==> src/sv/bpm_clock_divider_top_defines.svh <==
// ----------------------------------------------------------------------------
// bpm clock divider assertion macros
// shared concurrent assertion forms for the tempo clock generator
// ----------------------------------------------------------------------------
`ifndef BPM_CLOCK_DIVIDER_TOP_DEFINES_SVH
`define BPM_CLOCK_DIVIDER_TOP_DEFINES_SVH

// implication checked on every clock edge outside reset
`define BCD_ASSERT_IMPL(label, clk, rst, prop, msg) \
   label: assert property (@(posedge clk) disable iff (rst) prop) else $error(msg);

// invariant checked on every clock edge, reset included
`define BCD_ASSERT_ALWAYS(label, clk, prop, msg) \
   label: assert property (@(posedge clk) prop) else $error(msg);

`endif

==> src/sv/bcd_pkg.sv <==
// ----------------------------------------------------------------------------
// bcd_pkg
// types and constants of the tempo clock generator
// ----------------------------------------------------------------------------
package bcd_pkg;

   localparam int unsigned TEMPO_W   = 9;
   localparam int unsigned STEP_W    = 5;
   localparam int unsigned DIVTAB_W  = 48;
   localparam int unsigned DIVISOR_W = 6;
   localparam int unsigned ELAPSED_W = 15;
   localparam int unsigned TURN_W    = 2;
   localparam int unsigned GATES_W   = 8;
   localparam int unsigned CSR_IDX_W = 2;
   localparam int unsigned MAX_OUTPUTS = 8;

   localparam logic [ELAPSED_W-1:0] HALF_MINUTE_MS = 15'd30000;
   localparam logic [ELAPSED_W-1:0] ELAPSED_MAX    = 15'd32767;

   localparam logic [TEMPO_W-1:0]  MAX_BPM_RST     = 9'd300;
   localparam logic [STEP_W-1:0]   COARSE_STEP_RST = 5'd5;
   localparam logic [STEP_W-1:0]   FINE_STEP_RST   = 5'd1;
   localparam logic [DIVTAB_W-1:0] DIVTAB_RST      = 48'd141845691908290;
   localparam logic [TEMPO_W-1:0]  BPM_RST         = 9'd120;

   typedef enum logic [TURN_W-1:0] {
      TURN_NONE = 2'd0,
      TURN_UP   = 2'd1,
      TURN_DOWN = 2'd2,
      TURN_RSVD = 2'd3
   } turn_type;

   typedef enum logic [CSR_IDX_W-1:0] {
      CSR_MAX_BPM     = 2'd0,
      CSR_COARSE_STEP = 2'd1,
      CSR_FINE_STEP   = 2'd2,
      CSR_DIVTAB      = 2'd3
   } csr_idx_type;

   typedef enum logic [1:0] {
      ST_IDLE,
      ST_DIV,
      ST_DONE
   } state_type;

endpackage

==> src/sv/bcd_if.sv <==
// ----------------------------------------------------------------------------
// bcd channel interfaces
// request, response and register write channels with valid/ready
// ----------------------------------------------------------------------------
interface bcd_req_if import bcd_pkg::*; ();
   logic              valid;
   logic              ready;
   logic              ms_tick;
   logic [TURN_W-1:0] turn;
   logic              button_press;

   modport source (output valid, output ms_tick, output turn, output button_press,
                   input ready);
   modport sink (input valid, input ms_tick, input turn, input button_press,
                 output ready);
endinterface

interface bcd_rsp_if import bcd_pkg::*; ();
   logic               valid;
   logic               ready;
   logic [GATES_W-1:0] gates;
   logic [TEMPO_W-1:0] tempo;
   logic               fine_mode;
   logic               beat;

   modport source (output valid, output gates, output tempo, output fine_mode,
                   output beat, input ready);
   modport sink (input valid, input gates, input tempo, input fine_mode,
                 input beat, output ready);
endinterface

interface bcd_csr_if import bcd_pkg::*; ();
   logic                 valid;
   logic                 ready;
   logic [CSR_IDX_W-1:0] index;
   logic [DIVTAB_W-1:0]  data;

   modport source (output valid, output index, output data, input ready);
   modport sink (input valid, input index, input data, output ready);
endinterface

==> src/sv/bpm_clock_divider_top.sv <==
// ----------------------------------------------------------------------------
// bpm_clock_divider_top
// tempo clock generator with divided gate outputs
// ----------------------------------------------------------------------------
// One request is one control loop pass: a millisecond tick, an encoder turn and
// a button press. Each request is accepted in the idle state; a bit-serial
// restoring divider then forms the half-period floor(30000 / tempo) one quotient
// bit per cycle, and the done state updates the elapsed counter, the phase
// counters and the tempo. A response waiting in the output register holds the
// update until it is taken. Register writes are accepted in every cycle.
`include "bpm_clock_divider_top_defines.svh"

module bpm_clock_divider_top import bcd_pkg::*; #(
   parameter int unsigned NUM_OUTPUTS = 8
) (
   input  logic       clock,
   input  logic       reset,
   bcd_req_if.sink    req_ch,
   bcd_rsp_if.source  rsp_ch,
   bcd_csr_if.sink    csr_ch
);

   localparam int unsigned DIV_STEPS = ELAPSED_W;
   localparam int unsigned CNT_W     = $clog2(DIV_STEPS);

   // configuration registers
   logic [TEMPO_W-1:0]  max_bpm_ff;
   logic [STEP_W-1:0]   coarse_step_ff;
   logic [STEP_W-1:0]   fine_step_ff;
   logic [DIVTAB_W-1:0] divtab_ff;

   // control state
   state_type           state_ff, state_in;
   logic [CNT_W-1:0]    cnt_ff, cnt_in;
   logic                rsp_valid_ff, rsp_valid_in;
   logic                req_ready;
   logic                commit;

   // loop state
   logic [TEMPO_W-1:0]   bpm_ff, bpm_in;
   logic                 fine_sel_ff, fine_sel_in;
   logic [ELAPSED_W-1:0] elapsed_ff, elapsed_in;
   logic                 started_ff, started_in;
   logic [DIVISOR_W-1:0] phase_ff [NUM_OUTPUTS];
   logic [DIVISOR_W-1:0] phase_in [NUM_OUTPUTS];

   // latched request
   logic                 tick_ff;
   logic [TURN_W-1:0]    turn_ff;
   logic                 press_ff;

   // divider
   logic [TEMPO_W-1:0]   rem_ff, rem_in;
   logic [ELAPSED_W-1:0] quo_ff, quo_in;
   logic [TEMPO_W:0]     rem_shift;
   logic                 rem_ge;

   // response payload
   logic [GATES_W-1:0]   gates_ff, gates_in;
   logic                 beat_ff, beat_in;

   // update datapath
   logic [ELAPSED_W-1:0] el_tick;
   logic                 do_beat;
   logic [STEP_W-1:0]    step;
   logic [TEMPO_W:0]     bpm_up;

   assign csr_ch.ready = 1'b1;

   always_ff @(posedge clock) begin
      if (reset) begin
         max_bpm_ff     <= MAX_BPM_RST;
         coarse_step_ff <= COARSE_STEP_RST;
         fine_step_ff   <= FINE_STEP_RST;
         divtab_ff      <= DIVTAB_RST;
      end else if (csr_ch.valid) begin
         case (csr_idx_type'(csr_ch.index))
            CSR_MAX_BPM:     max_bpm_ff     <= csr_ch.data[TEMPO_W-1:0];
            CSR_COARSE_STEP: coarse_step_ff <= csr_ch.data[STEP_W-1:0];
            CSR_FINE_STEP:   fine_step_ff   <= csr_ch.data[STEP_W-1:0];
            CSR_DIVTAB:      divtab_ff      <= csr_ch.data;
            default: ;
         endcase
      end
   end

   // next state
   always_comb begin
      state_in = state_ff;
      case (state_ff)
         ST_IDLE: if (req_ch.valid) state_in = ST_DIV;
         ST_DIV:  if (cnt_ff == '0) state_in = ST_DONE;
         ST_DONE: if (!rsp_valid_ff || rsp_ch.ready) state_in = ST_IDLE;
         default: state_in = ST_IDLE;
      endcase
   end

   // control outputs
   always_comb begin
      req_ready = 1'b0;
      commit    = 1'b0;
      case (state_ff)
         ST_IDLE: req_ready = 1'b1;
         ST_DIV:  ;
         ST_DONE: commit = !rsp_valid_ff || rsp_ch.ready;
         default: ;
      endcase
   end

   assign req_ch.ready = req_ready;

   // bit-serial restoring divider
   assign rem_shift = {rem_ff, quo_ff[ELAPSED_W-1]};
   assign rem_ge    = rem_shift >= {1'b0, bpm_ff};

   always_comb begin
      cnt_in = cnt_ff;
      rem_in = rem_ff;
      quo_in = quo_ff;
      if (req_ready && req_ch.valid) begin
         cnt_in = CNT_W'(DIV_STEPS - 1);
         rem_in = '0;
         quo_in = HALF_MINUTE_MS;
      end else if (state_ff == ST_DIV) begin
         cnt_in = cnt_ff - 1'b1;
         rem_in = rem_ge ? TEMPO_W'(rem_shift - {1'b0, bpm_ff}) : rem_shift[TEMPO_W-1:0];
         quo_in = {quo_ff[ELAPSED_W-2:0], rem_ge};
      end
   end

   // loop update
   assign el_tick = (tick_ff && elapsed_ff != ELAPSED_MAX) ? elapsed_ff + 1'b1 : elapsed_ff;
   assign do_beat = (bpm_ff != '0) && (el_tick >= quo_ff);
   assign step    = fine_sel_ff ? fine_step_ff : coarse_step_ff;
   assign bpm_up  = {1'b0, bpm_ff} + {{(TEMPO_W + 1 - STEP_W){1'b0}}, step};

   always_comb begin
      logic [DIVISOR_W-1:0] div;
      logic [DIVISOR_W:0]   p1;
      div         = '0;
      p1          = '0;
      elapsed_in  = elapsed_ff;
      started_in  = started_ff;
      bpm_in      = bpm_ff;
      fine_sel_in = fine_sel_ff;
      beat_in     = beat_ff;
      gates_in    = gates_ff;
      phase_in    = phase_ff;
      if (commit) begin
         elapsed_in = do_beat ? '0 : el_tick;
         started_in = started_ff | do_beat;
         beat_in    = do_beat;
         for (int i = 0; i < NUM_OUTPUTS; i++) begin
            div = divtab_ff[i*DIVISOR_W +: DIVISOR_W];
            p1  = {1'b0, phase_ff[i]} + 1'b1;
            if (do_beat && started_ff) begin
               if (div <= DIVISOR_W'(1) || p1 >= {1'b0, div}) begin
                  phase_in[i] = '0;
               end else begin
                  phase_in[i] = p1[DIVISOR_W-1:0];
               end
            end
         end
         case (turn_type'(turn_ff))
            TURN_UP:   bpm_in = (bpm_up > {1'b0, max_bpm_ff}) ? max_bpm_ff
                                                                : bpm_up[TEMPO_W-1:0];
            TURN_DOWN: bpm_in = (bpm_ff < {{(TEMPO_W - STEP_W){1'b0}}, step}) ? '0
                               : bpm_ff - {{(TEMPO_W - STEP_W){1'b0}}, step};
            default:   ;
         endcase
         fine_sel_in = fine_sel_ff ^ press_ff;
         gates_in = '0;
         for (int i = 0; i < NUM_OUTPUTS; i++) begin
            gates_in[i] = (started_ff | do_beat) && (phase_in[i] == '0);
         end
      end
   end

   always_comb begin
      rsp_valid_in = rsp_valid_ff;
      if (commit) begin
         rsp_valid_in = 1'b1;
      end else if (rsp_ch.ready) begin
         rsp_valid_in = 1'b0;
      end
   end

   always_ff @(posedge clock) begin
      if (reset) begin
         state_ff     <= ST_IDLE;
         rsp_valid_ff <= 1'b0;
         bpm_ff       <= BPM_RST;
         fine_sel_ff  <= 1'b0;
         elapsed_ff   <= '0;
         started_ff   <= 1'b0;
         for (int i = 0; i < NUM_OUTPUTS; i++) begin
            phase_ff[i] <= '0;
         end
      end else begin
         state_ff     <= state_in;
         rsp_valid_ff <= rsp_valid_in;
         bpm_ff       <= bpm_in;
         fine_sel_ff  <= fine_sel_in;
         elapsed_ff   <= elapsed_in;
         started_ff   <= started_in;
         phase_ff     <= phase_in;
      end
   end

   always_ff @(posedge clock) begin
      cnt_ff   <= cnt_in;
      rem_ff   <= rem_in;
      quo_ff   <= quo_in;
      gates_ff <= gates_in;
      beat_ff  <= beat_in;
      if (req_ready && req_ch.valid) begin
         tick_ff  <= req_ch.ms_tick;
         turn_ff  <= req_ch.turn;
         press_ff <= req_ch.button_press;
      end
   end

   assign rsp_ch.valid     = rsp_valid_ff;
   assign rsp_ch.gates     = gates_ff;
   assign rsp_ch.tempo     = bpm_ff;
   assign rsp_ch.fine_mode = fine_sel_ff;
   assign rsp_ch.beat      = beat_ff;

   `BCD_ASSERT_IMPL(a_accept_starts_div, clock, reset, (req_ch.valid && req_ch.ready) |=> (state_ff == ST_DIV), "accepted request did not start the divider")
   `BCD_ASSERT_IMPL(a_div_ends, clock, reset, (state_ff == ST_DIV && cnt_ff == '0) |=> (state_ff == ST_DONE), "divider overran its bit count")
   `BCD_ASSERT_IMPL(a_beat_started, clock, reset, (rsp_ch.valid && rsp_ch.beat) |-> started_ff, "beat reported before start")
   `BCD_ASSERT_ALWAYS(a_rsp_state, clock, rsp_ch.valid |-> (rsp_ch.tempo == bpm_ff && rsp_ch.fine_mode == fine_sel_ff), "response out of step with loop state")

endmodule
==> src/flat_wrapper.sv <==
// flat-port wrapper written by rule: the top's interface ports become plain ports
module bpm_clock_divider_top_flat import bcd_pkg::*;
#(
   parameter int unsigned NUM_OUTPUTS = 8
)
  (clock, reset, req_ch_valid, req_ch_ms_tick, req_ch_turn, req_ch_button_press, req_ch_ready, rsp_ch_valid, rsp_ch_gates, rsp_ch_tempo, rsp_ch_fine_mode, rsp_ch_beat, rsp_ch_ready, csr_ch_valid, csr_ch_index, csr_ch_data, csr_ch_ready);
  bcd_req_if req_ch_i ();
  bcd_rsp_if rsp_ch_i ();
  bcd_csr_if csr_ch_i ();
  input  logic clock;
  input  logic reset;
  input wire logic [$bits(req_ch_i.valid)-1:0] req_ch_valid;
  input wire logic [$bits(req_ch_i.ms_tick)-1:0] req_ch_ms_tick;
  input wire logic [$bits(req_ch_i.turn)-1:0] req_ch_turn;
  input wire logic [$bits(req_ch_i.button_press)-1:0] req_ch_button_press;
  output wire logic [$bits(req_ch_i.ready)-1:0] req_ch_ready;
  output wire logic [$bits(rsp_ch_i.valid)-1:0] rsp_ch_valid;
  output wire logic [$bits(rsp_ch_i.gates)-1:0] rsp_ch_gates;
  output wire logic [$bits(rsp_ch_i.tempo)-1:0] rsp_ch_tempo;
  output wire logic [$bits(rsp_ch_i.fine_mode)-1:0] rsp_ch_fine_mode;
  output wire logic [$bits(rsp_ch_i.beat)-1:0] rsp_ch_beat;
  input wire logic [$bits(rsp_ch_i.ready)-1:0] rsp_ch_ready;
  input wire logic [$bits(csr_ch_i.valid)-1:0] csr_ch_valid;
  input wire logic [$bits(csr_ch_i.index)-1:0] csr_ch_index;
  input wire logic [$bits(csr_ch_i.data)-1:0] csr_ch_data;
  output wire logic [$bits(csr_ch_i.ready)-1:0] csr_ch_ready;
  assign req_ch_i.valid = req_ch_valid;
  assign req_ch_i.ms_tick = req_ch_ms_tick;
  assign req_ch_i.turn = req_ch_turn;
  assign req_ch_i.button_press = req_ch_button_press;
  assign req_ch_ready = req_ch_i.ready;
  assign rsp_ch_valid = rsp_ch_i.valid;
  assign rsp_ch_gates = rsp_ch_i.gates;
  assign rsp_ch_tempo = rsp_ch_i.tempo;
  assign rsp_ch_fine_mode = rsp_ch_i.fine_mode;
  assign rsp_ch_beat = rsp_ch_i.beat;
  assign rsp_ch_i.ready = rsp_ch_ready;
  assign csr_ch_i.valid = csr_ch_valid;
  assign csr_ch_i.index = csr_ch_index;
  assign csr_ch_i.data = csr_ch_data;
  assign csr_ch_ready = csr_ch_i.ready;
  bpm_clock_divider_top #(.NUM_OUTPUTS(NUM_OUTPUTS)) u_core (.clock(clock), .reset(reset), .req_ch(req_ch_i), .rsp_ch(rsp_ch_i), .csr_ch(csr_ch_i));
endmodule
==> config.mk <==
export PLATFORM = sky130hd
export DESIGN_NAME = bpm_clock_divider_top_flat
export DESIGN_NICKNAME = d
export VERILOG_FILES = /design/src/sv/bcd_pkg.sv /design/src/sv/bcd_if.sv /design/src/sv/bpm_clock_divider_top.sv /design/src/flat_wrapper.sv
export VERILOG_INCLUDE_DIRS = /design/src /design/src/sv
export SDC_FILE = /design/constraint.sdc
export NUM_CORES = 1
export LEC_CHECK = 0
export ABC_AREA = 1
export BUFFER_PORTS_ARGS = -buffer_cell sky130_fd_sc_hd__buf_2
export CAP_MARGIN = 30
export CORE_MARGIN = 10
export CORE_UTILIZATION = 32
export DETAILED_ROUTE_END_ITERATION = 16
export PLACE_DENSITY = 0.56
export SETUP_SLACK_MARGIN = 0.15
export SLEW_MARGIN = 0
export SYNTH_ARGS = -nofsm -noshare
export SYNTH_HDL_FRONTEND = slang
export SYNTH_SLANG_ARGS = --single-unit
==> constraint.sdc <==
create_clock -name clock -period 3.9 [get_ports clock]
set_clock_uncertainty 0.1 [all_clocks]
set_input_delay 0 -clock clock [delete_from_list [all_inputs] [get_ports clock]]
set_output_delay 0 -clock clock [all_outputs]
set_load 0.005 [all_outputs]
==> metrics.cfg <==
[synthesis]
synth_seq_area_share = 0.310
synth-warning-count = 0
yosys.area.top_type = dfxtp_1
ys_seq_elements = 185
synthArstFlopShare = 0
synth_top_area_frac = 0.279
syn_area_per_cell_um2 = 6.61
synth_edf_count = 13
syn_nets = 2033
yosysUniqueCellTypes = 39
synth.area.top_cells = dfxtp_1, nand2_1, ha_1
synthCells = 1869
ys_dominant_reg_cell = dfxtp_1
syn_area_mm2 = 0.0123

[global_routing]
grt_max_degree = 80
met3_usage = 0.0224
grt_util_met2 = 0.231
grt_pass1_vias = 11200
grt_pass1_wl_um = 54600
top_usage_layer = met2
global_route.usage.met1 = 0.181
grt_usage = 0.138
grt_antenna_before_repair = 0
grt.overflow.total = 0

[clock_network]
cts.sinks = 185
cts_max_path_buffers = 2
cts-root-buf = clkbuf_16
tritoncts = done
cts_buffers = 17
cts_htree_levels = 4
clk_pin_slew_ns = 0.07
clkLatencyLatePin_ns = 0.45

[cells_and_area]
num-fill-cells = 4022
layout-drive-gt1-share = 0.0959
fin_nets = 2164
antennaDiodeCount = 0
syn_to_final_growth_pct = 19.3

[detailed_routing]
antenna_left = 0
drc = 0
via_count = 11900
dr.pass1.iters = 6
wl_per_cell_um = 13.1
drtIter0Drc = 795
routed_wl_um = 33100
vias_per_cell = 4.71

[outcome]
status = finished, final reports clean

[place]
hpwl_um = 23500
port_buffers = 79
gp_congestion = 0.902

[die]
num_io_pins = 81
die_area_mm2 = 0.0468
num_rows = 71
die_y_um = 216
die_w_um = 216
start_util = 0.326
core_mm2 = 0.0378

[setup_path]
critPathKind = register to register
cp-start-kind = register
cp.required_ns = 4.10
worstSetupEndpointType = register
critical_path.max_fanout = 20
worstPathArrival_ns = 3.67

[sta]
fin_crit_ns = 3.46
hold_violations = 0
setup_violations = 0
worstMarginPinSlew_ns = 1.03
drv_slew = 0
slew_headroom = 0.312
finalSetupTns_ns = 0
max_freq_mhz = 289
rsz0062_at_grt = false
finalCritPeriodShare = 0.888

[power]
ir_worst_vdd_mv = 0.331
power_leakage_uw = 0.00742
p_total_uw = 4480
p_per_area_mw_per_mm2 = 304

[hold_path]
hold_path.class = input pin to register

[run]
maxCapViolations = 0

critical path: stages, from the launching register on:
cell and delay [ns]:
dfxtp_4 0.36, ha_1 0.20, inv_1 0.10, nor2_2 0.05, nand2_1 0.07, inv_2 0.05, nand3_2 0.07, nand2_4 0.07
inv_4 0.16, nand3_1 0.11, xor2_1 0.14, inv_1 0.08, ha_1 0.29, nand2_1 0.09, nor2_4 0.12, inv_2 0.03
nor2_1 0.09, nand2_1 0.07, nand3_2 0.09, nand3_4 0.17, buf_8 0.19, buf_6 0.16, nand2_1 0.07, inv_1 0.04
nor2_1 0.12, nand3_1 0.10, nor2_1 0.10
state kept, by name, summed over array words and instances, names as in the netlist:
name / count
u_core.elapsed_ff: 15
u_core.rsp_ch.valid: 1
u_core.tick_ff: 1
u_core.state_ff: 2
u_core.fine_step_ff: 5
u_core.rsp_ch.gates: 8
u_core.turn_ff: 2
u_core.rsp_ch.tempo: 9
u_core.press_ff: 1
u_core.coarse_step_ff: 5
u_core.phase_ff: 48
u_core.quo_ff: 15
u_core.rsp_ch.beat: 1
u_core.cnt_ff: 4
u_core.divtab_ff: 48
u_core.rsp_ch.fine_mode: 1
u_core.rem_ff: 9
u_core.max_bpm_ff: 9
u_core.started_ff: 1
path summary, 6_finish.rpt:
kind,startpoint,end,slack (ns),cells past startpoint
worst min-delay path,csr_ch_valid,u_core.coarse_step_ff[0],0.02,5
worst max-delay path,u_core.elapsed_ff[0],u_core.rsp_ch.gates[7],0.44,26
worst min register to register,u_core.divtab_ff[6],u_core.divtab_ff[6],0.37,2
worst max register to register,u_core.elapsed_ff[0],u_core.rsp_ch.gates[7],0.44,26
layout by cell type, fill, tap and decap left out, drive strengths merged, types with 3 or more instances in the layout:
| master | n |
|---|---|
| inv | 291 |
| nand3 | 109 |
| clkinv | 6 |
| edfxtp | 13 |
| dlygate4sd3 | 68 |
| clkbuf | 25 |
| nand3b | 12 |
| ha | 102 |
| xnor2 | 7 |
| nand4 | 54 |
| nand2 | 415 |
| o211ai | 13 |
| dfxtp | 172 |
| o21ai | 138 |
| bufinv | 4 |
| a21o | 9 |
| a21oi | 139 |
| or2 | 5 |
| nor3 | 20 |
| buf | 105 |
| nor2 | 245 |
| fa | 3 |
| xor2 | 50 |
layer usage:
layer  share of wire  vias to the layer above
met5               0                        -
met1            0.49                     5366
met3           0.036                       39
met4           0.016                        0
met2            0.46                      227
li1                -                     6258
final cells by class:
type | count | area (um^2) | area share
clock buffers | 23 | 458 | 0.0311
clock inverters | 8 | 148 | 0.0100
inverters | 293 | 1100 | 0.0750
multi-input cells | 1328 | 7170 | 0.487
flip-flops and latches | 185 | 3840 | 0.261
well taps | 511 | 639 | 0.0434
repair buffers | 175 | 1370 | 0.0930
cells by family after synthesis:
family,Yosys count,synth area share
AO/OA/AOI/OAI,303,0.129
XOR/XNOR,57,0.0404
adder cells (fa/ha/maj),105,0.108
buffers and inverters,357,0.116
flip-flops,185,0.310
other,1,0.000304
AND/OR/NAND/NOR,861,0.296
cells in the mapped netlist (all sizes together) (12+ instances only):
| cell | n |
|---|---|
| inv | 290 |
| nand3 | 109 |
| o21ai | 138 |
| edfxtp | 13 |
| nand3b | 12 |
| nand4 | 54 |
| dfxtp | 172 |
| nand2 | 414 |
| xor2 | 50 |
| nor3 | 20 |
| a21oi | 139 |
| nor2 | 245 |
| buf | 25 |
| o211ai | 13 |
| ha | 102 |
| clkbuf | 39 |
report_power, final:
| group | total (uW) | leakage (uW) | internal [uW] | switching (uW) |
|---|---|---|---|---|
| registers | 2030 | 0.00154 | 1990 | 43.5 |
| clock network | 1840 | 0.000295 | 1090 | 755 |
| logic | 606 | 0.00559 | 246 | 361 |
what timing repair did:
action                                  in CTS  in global routing
hold buffers                                68                  0
setup buffers                                0                  9
endpoints found under the setup margin       0                 52
gates resized for setup                      0                 34
endpoints found under the hold margin       77                  0
per-stage QoR:
stage / hold slack, ns / utilization / std cells / setup slack (ns) / cell area, um^2
6_report: 0.0248 / 0.389 / 2523 / 0.438 / 14700
5_1_grt: 0.0904 / 0.389 / 2523 / 0.116 / 14700
4_1_cts: 0.0105 / 0.383 / 2510 / 0.179 / 14500
3_5_place_dp: 0.0781 / 0.349 / 2411 / 0.197 / 13200
3_3_place_gp: 0.0779 / 0.348 / 2410 / 0.266 / 13200
2_1_floorplan: -0.00113 / - / 1869 / 0.566 / 12300
(Power assumes the default switching activity.)
